[src/rtl/core/gbm_pkg.sv]
// shared types and constants of the lognormal path step block
// no dependencies
`default_nettype none

package gbm_pkg;

    localparam int unsigned CFG_INDEX_BITS = 3;
    localparam int unsigned CFG_DATA_BITS  = 48;

    localparam logic [CFG_INDEX_BITS-1:0] CFG_INITIAL_PRICE = 3'd0;
    localparam logic [CFG_INDEX_BITS-1:0] CFG_DRIFT         = 3'd1;
    localparam logic [CFG_INDEX_BITS-1:0] CFG_DIFFUSION     = 3'd2;
    localparam logic [CFG_INDEX_BITS-1:0] CFG_STEPS         = 3'd3;
    localparam logic [CFG_INDEX_BITS-1:0] CFG_ANTITHETIC    = 3'd4;
    localparam logic [CFG_INDEX_BITS-1:0] CFG_EMIT_PATH     = 3'd5;

    localparam logic [29:0] LOG2E_Q28     = 30'd387270501;
    localparam logic [29:0] LN2_Q30       = 30'd744261118;
    localparam logic [3:0]  TAYLOR_TERMS  = 4'd14;
    localparam logic [3:0]  TAYLOR_FIRST  = 4'd1;
    localparam logic [9:0]  Q30_SHIFT     = 10'd30;
    localparam logic [35:0] X_LIMIT       = 36'h4_0000_0000;
    localparam int unsigned INDEX_BITS    = 16;

    typedef enum logic [3:0] {
        ST_IDLE,
        ST_ERR,
        ST_START,
        ST_XCALC,
        ST_LOGM,
        ST_TCALC,
        ST_TAY_MUL,
        ST_TAY_REC,
        ST_TAY_ACC,
        ST_PP_LO,
        ST_PP_HI,
        ST_SCALE,
        ST_FINISH
    } t_state;

    typedef struct packed {
        logic       accept;
        logic       push_err;
        logic       load_init;
        logic       push_init;
        logic       calc_x;
        logic       calc_y;
        logic       calc_t;
        logic       tay_mul;
        logic       tay_rec;
        logic       tay_acc;
        logic       pp_lo;
        logic       pp_hi;
        logic       scale;
        logic       finish;
        logic       sel_dn;
        logic [3:0] k;
    } t_cmd;

    typedef struct packed {
        logic cfg_err;
        logic cnt_zero;
        logic emit;
        logic room;
    } t_status;

    // floor(2^32 / k)
    function automatic logic [32:0] recip_q32(input logic [3:0] k);
        logic [32:0] r;
        unique case (k)
            4'd1:    r = 33'h1_0000_0000;
            4'd2:    r = 33'd2147483648;
            4'd3:    r = 33'd1431655765;
            4'd4:    r = 33'd1073741824;
            4'd5:    r = 33'd858993459;
            4'd6:    r = 33'd715827882;
            4'd7:    r = 33'd613566756;
            4'd8:    r = 33'd536870912;
            4'd9:    r = 33'd477218588;
            4'd10:   r = 33'd429496729;
            4'd11:   r = 33'd390451572;
            4'd12:   r = 33'd357913941;
            4'd13:   r = 33'd330382099;
            4'd14:   r = 33'd306783378;
            default: r = 33'd0;
        endcase
        return r;
    endfunction

endpackage

`default_nettype wire

[src/rtl/core/gbm_ctrl.sv]
// sequencer of the lognormal path step: one item at a time, up path then mirror path
// depends on gbm_pkg
`default_nettype none

module gbm_ctrl (
    input  wire                    i_clk,
    input  wire                    i_rst_n,
    input  wire                    i_in_valid,
    output logic                   o_in_stall,
    input  wire gbm_pkg::t_status  i_status,
    output gbm_pkg::t_cmd          o_cmd
);
    import gbm_pkg::*;

    t_state     r_state, n_state;
    logic [3:0] r_k, n_k;
    logic       r_dn, n_dn;
    logic       w_accept;

    assign o_in_stall = !((r_state == ST_IDLE) && i_status.room);
    assign w_accept   = i_in_valid && !o_in_stall;

    always_ff @(posedge i_clk) begin
        if (!i_rst_n) begin
            r_state <= ST_IDLE;
            r_k     <= TAYLOR_FIRST;
            r_dn    <= 1'b0;
        end else begin
            r_state <= n_state;
            r_k     <= n_k;
            r_dn    <= n_dn;
        end
    end

    always_comb begin
        n_state = r_state;
        n_k     = r_k;
        n_dn    = r_dn;
        o_cmd   = '0;
        o_cmd.sel_dn = r_dn;
        o_cmd.k      = r_k;
        o_cmd.accept = w_accept;
        unique case (r_state)
            ST_IDLE: begin
                if (w_accept) begin
                    n_state = i_status.cfg_err ? ST_ERR : ST_START;
                end
            end
            ST_ERR: begin
                o_cmd.push_err = 1'b1;
                n_state = ST_IDLE;
            end
            ST_START: begin
                o_cmd.load_init = i_status.cnt_zero;
                o_cmd.push_init = i_status.cnt_zero && i_status.emit;
                n_state = ST_XCALC;
            end
            ST_XCALC: begin
                o_cmd.calc_x = 1'b1;
                n_dn = 1'b0;
                n_state = ST_LOGM;
            end
            ST_LOGM: begin
                o_cmd.calc_y = 1'b1;
                n_state = ST_TCALC;
            end
            ST_TCALC: begin
                o_cmd.calc_t = 1'b1;
                n_k = TAYLOR_FIRST;
                n_state = ST_TAY_MUL;
            end
            ST_TAY_MUL: begin
                o_cmd.tay_mul = 1'b1;
                n_state = ST_TAY_REC;
            end
            ST_TAY_REC: begin
                o_cmd.tay_rec = 1'b1;
                n_state = ST_TAY_ACC;
            end
            ST_TAY_ACC: begin
                o_cmd.tay_acc = 1'b1;
                if (r_k == TAYLOR_TERMS) begin
                    n_state = ST_PP_LO;
                end else begin
                    n_k = r_k + 4'd1;
                    n_state = ST_TAY_MUL;
                end
            end
            ST_PP_LO: begin
                o_cmd.pp_lo = 1'b1;
                n_state = ST_PP_HI;
            end
            ST_PP_HI: begin
                o_cmd.pp_hi = 1'b1;
                n_state = ST_SCALE;
            end
            ST_SCALE: begin
                o_cmd.scale = 1'b1;
                if (r_dn) begin
                    n_state = ST_FINISH;
                end else begin
                    n_dn = 1'b1;
                    n_state = ST_LOGM;
                end
            end
            ST_FINISH: begin
                o_cmd.finish = 1'b1;
                n_state = ST_IDLE;
            end
            default: n_state = ST_IDLE;
        endcase
    end

endmodule

`default_nettype wire

[config.mk]
export PLATFORM = sky130hd
export DESIGN_NAME = gbm_ctrl
export DESIGN_NICKNAME = d
export VERILOG_FILES = /design/src/rtl/core/gbm_pkg.sv /design/src/rtl/core/gbm_ctrl.sv
export SDC_FILE = /design/constraint.sdc
export NUM_CORES = 1
export LEC_CHECK = 0
export ABC_AREA = 1
export BUFFER_PORTS_ARGS = -buffer_cell sky130_fd_sc_hd__buf_2
export CAP_MARGIN = 40
export CORE_AREA = 2 2 39 41
export CTS_BUF_LIST = sky130_fd_sc_hd__clkbuf_4 sky130_fd_sc_hd__clkbuf_8
export DETAILED_ROUTE_END_ITERATION = 10
export DIE_AREA = 0 0 41 43
export PLACE_DENSITY = 0.78
export SETUP_SLACK_MARGIN = 0.02
export SYNTH_ARGS = -nofsm -noshare
export SYNTH_HDL_FRONTEND = slang
export SYNTH_SLANG_ARGS = --single-unit
[constraint.sdc]
create_clock -name i_clk -period 3.34 [get_ports i_clk]
set_clock_uncertainty 0.1 [all_clocks]
set_input_delay 0.334 -clock i_clk [delete_from_list [all_inputs] [get_ports i_clk]]
set_output_delay 0.334 -clock i_clk [all_outputs]
set_load 0.05 [all_outputs]
==> metrics list <==
* Result of the run: finished clean
- Mapped Nets: roughly 110
* Routability Congestion: ~0.82
* Portion of synthesized cell area occupied by the leading cell type: around 30%
- For this configuration, the core starts out at a cell density of 44.1%.
- Area of the mapped netlist: between 600 and 700 µm²
- Leaving out fill and tap cells, the most frequent cell in the layout is sky130_fd_sc_hd__buf_2.
- WP data required: approximately 2.9 ns
* Largest fanout on the critical path: 4
- Max-cap violations in this run came to 0.
* Most Used Layer, Global Route: met2
- Post-layout nets: 141
- After legalization and detailed placement, the total HPWL measured about 1200 µm.
- Met2 Resource Use GR: a little under a third
- Setup violations remaining at the end of the flow were counted as 0.
- The initial antenna violation count came to 0.
- Setup repair after global routing left no endpoint under its margin.
- Clock sinks: 9
- Synthesis handed over a netlist of roughly 100 instances.
- For this run, the detailed router's first-pass iteration total came to 3.
- In this run the vertical extent of the chip is around 43 µm.
- Data arrives at the worst endpoint at around 1.5 ns.
- Clock latency on the worst-skew pair, taken at its later pin, is roughly 0.26 ns.
- In the final routed layout, each cell accounts on average for between 9 and 10 µm.
* Commonest cells after routing, fill and taps aside: sky130_fd_sc_hd__buf_2 (26), sky130_fd_sc_hd__nand2_1 (24), sky130_fd_sc_hd__nor2_1 (24)
- Die area: 1760 µm²
* Largest area contributor in the netlist: sky130_fd_sc_hd__dfxtp_1
* Count of boundary I/O pins: 27
- Share of the clock period used by the worst path after layout: 56.7%
- The startpoint identified for the worst register-to-register timing path is r_k[0].
- Worst hold path type: primary input to flip-flop
- Chip Width: 41 µm
* Critical Path Start Type: flip-flop
- The netlist uses 18 different library cells.
* Clock transition at the registers of the reported paths: approximately 0.06 ns
* Largest net degree at the start of global routing: 7
- For this block, the routed nets add up to about 1400 µm of wire.
* Synth Area in Adders: just over 4%
- Number of resized instances in the post-cts repair step: 0
- For this run, global-route usage on met1 was measured as around a quarter.
* Leakage power summed over all cells: between 0.0004 and 0.0005 µW
- VDD IR max: 0.227 mV
* GR Util met3: 4.71%
* Total power: between 200 and 300 µW
- Slew of the pin with the lowest slew margin: roughly 0.27 ns
- Max transition margin: around four fifths
* Xor-xnor portion of the synthesized cell area: 0%
* Fraction of final layout cells with drive strength greater than 1: 27.5%
* Quantity of hold-fixing buffers added after cts: 0
- Final critical delay including setup and external delays: about 1.9 ns
- The first global-routing pass estimated about 2300 µm of wire.
- Counting flops and latches in the post-synthesis netlist gives 9.
- The final count of pins violating max slew was 0.
- The final hold violation count came to 0.
* Number of design-rule violations left by the first detailed-router iteration: 9
- The number of global-route vias before repair was ~620.
- In this run the standard cell core region covers 1380 µm².
* TNS Setup: 0 ns
* Biggest area contributors in the synthesized netlist: sky130_fd_sc_hd__dfxtp_1 (30%), sky130_fd_sc_hd__nand2_1 (15%), sky130_fd_sc_hd__nor2_1 (15%)
* Max Clk Rate: 528 MHz
- Fill cells in the final layout number between 150 and 200.
- The cell sitting at the root of the clock tree is a sky130_fd_sc_hd__clkbuf_4.
- TritonCTS built the clock tree.
- Synth Area in Compound Gates: 6.35%
- Inserted Clock Buffers: 3
* Antenna fix cells: 0
- The synthesized netlist devotes a little under half of its cell area to simple gates.
- Tracing the worst setup path back leads to its startpoint at r_state[2].
- Pwr per Cell Area: around 340 nW/µm²
- After global routing the overflow that remains totals 0.
- Maximum level of the CTS H-tree: 1
- HP Start: i_rst_n
- Number of nets with antenna violations after routing: 0
- Synthesized area per cell: between 5 and 6 µm²
- Yosys printed 0 warnings.
- Relative to the synthesized area, the layout overhead comes to 25.8%.
- After detailed routing, the number of remaining DRC violations is 0.
- After synthesis, the share of cell area in mux cells is 0%.
* Type of destination of the critical path: output pin
- Total of buffers placed on input and output ports: 26
- Global routing used 19.2% of the available tracks across all layers.
- Largest family of logic cells by synthesized area: simple AND/OR/NAND/NOR gates
- Across all layers, the routed design uses between 700 and 800 vias.
- The longest clock path from root to sink contains 2 buffers.
- Setup CP Type: flip-flop to output pin
- Dividing the detail-routed via count by the number of cells gives 4.82.
- Sequential area share after synthesis: approximately 30%
- In this run the core area contains 14 standard-cell rows.
* Setup Fix Bufs, Post-CTS: 0
-- state kept, by name (all words and copies together), names as in the netlist --
signal / cells
r_k: 4
r_dn: 1
r_state: 4
-- worst max-delay path, stage by stage, from the launching register on --
cell and delay [ns]:
sky130_fd_sc_hd__dfxtp_1 0.34, sky130_fd_sc_hd__inv_1 0.12, sky130_fd_sc_hd__nand2_1 0.09, sky130_fd_sc_hd__nor2_1 0.19
sky130_fd_sc_hd__nand2_1 0.09, sky130_fd_sc_hd__nor2_1 0.09, sky130_fd_sc_hd__buf_2 0.27
-- power breakdown --
group          internal (µW)  switching [µW]  total [µW]
combinational           15.2            41.2        56.4
sequential               110            3.17         113
clock                   54.2            38.3        92.5
total                    179            82.7         262
-- metrics by stage --
step                      setup WS, ns  instances  utilization, %  hold WS, ns  instance area (µm²)
after floorplan                   1.52        104               -        0.318                  611
after global placement            1.78        143            53.3        0.416                  738
after detailed placement          1.73        143            53.3        0.417                  738
after CTS                         1.45        147            55.5        0.195                  768
after global routing              1.33        147            55.5        0.196                  768
final                             1.45        147            55.5        0.190                  768
-- layout make-up --
cell class	count	area, µm²	area share, %
Clock buffer	4	30.0	3.91
Tap cell	16	20.0	2.61
Sequential cell	9	180	23.5
Timing Repair Buffer	26	130	16.9
Multi-Input combinational cell	74	340	44.3
Inverter	18	67.6	8.79
-- worst paths after layout --
check	end	slack [ns]	cells past startpoint
hold / removal	r_k[0]	0.19	2
setup / recovery	o_cmd[18]	1.45	6
hold reg to reg	r_k[0]	0.42	2
setup reg to reg	r_k[2]	1.89	8
-- cell families after synthesis --
kind of cell | Yosys count
AO/OA/AOI/OAI | 7
adder cells (fa/ha/maj) | 2
buffers and inverters | 21
flip-flops | 9
AND/OR/NAND/NOR | 65
-- routing by layer --
layer / wire length (µm) / share of wire (%) / vias up
li1: - / - / 373
met1: 619 / 45 / 311
met2: 652 / 47 / 22
met3: 90 / 6.5 / 2
met4: 13 / 0.94 / 0
met5: 0 / 0 / -
-- cell usage after synthesis --
master	number
sky130_fd_sc_hd__ha_1	2
sky130_fd_sc_hd__a21boi_0	1
sky130_fd_sc_hd__nor2_1	24
sky130_fd_sc_hd__nand4_1	1
sky130_fd_sc_hd__nor2_2	2
sky130_fd_sc_hd__dfxtp_1	9
sky130_fd_sc_hd__a31oi_1	1
sky130_fd_sc_hd__inv_1	16
sky130_fd_sc_hd__or2_0	1
sky130_fd_sc_hd__inv_2	2
sky130_fd_sc_hd__nand2_2	1
sky130_fd_sc_hd__nand2_1	24
sky130_fd_sc_hd__o21ai_0	2
sky130_fd_sc_hd__nand3_1	9
sky130_fd_sc_hd__buf_4	3
sky130_fd_sc_hd__nor3_1	2
sky130_fd_sc_hd__nand3_2	1
sky130_fd_sc_hd__a21oi_1	3
(Power assumes the default switching activity.)
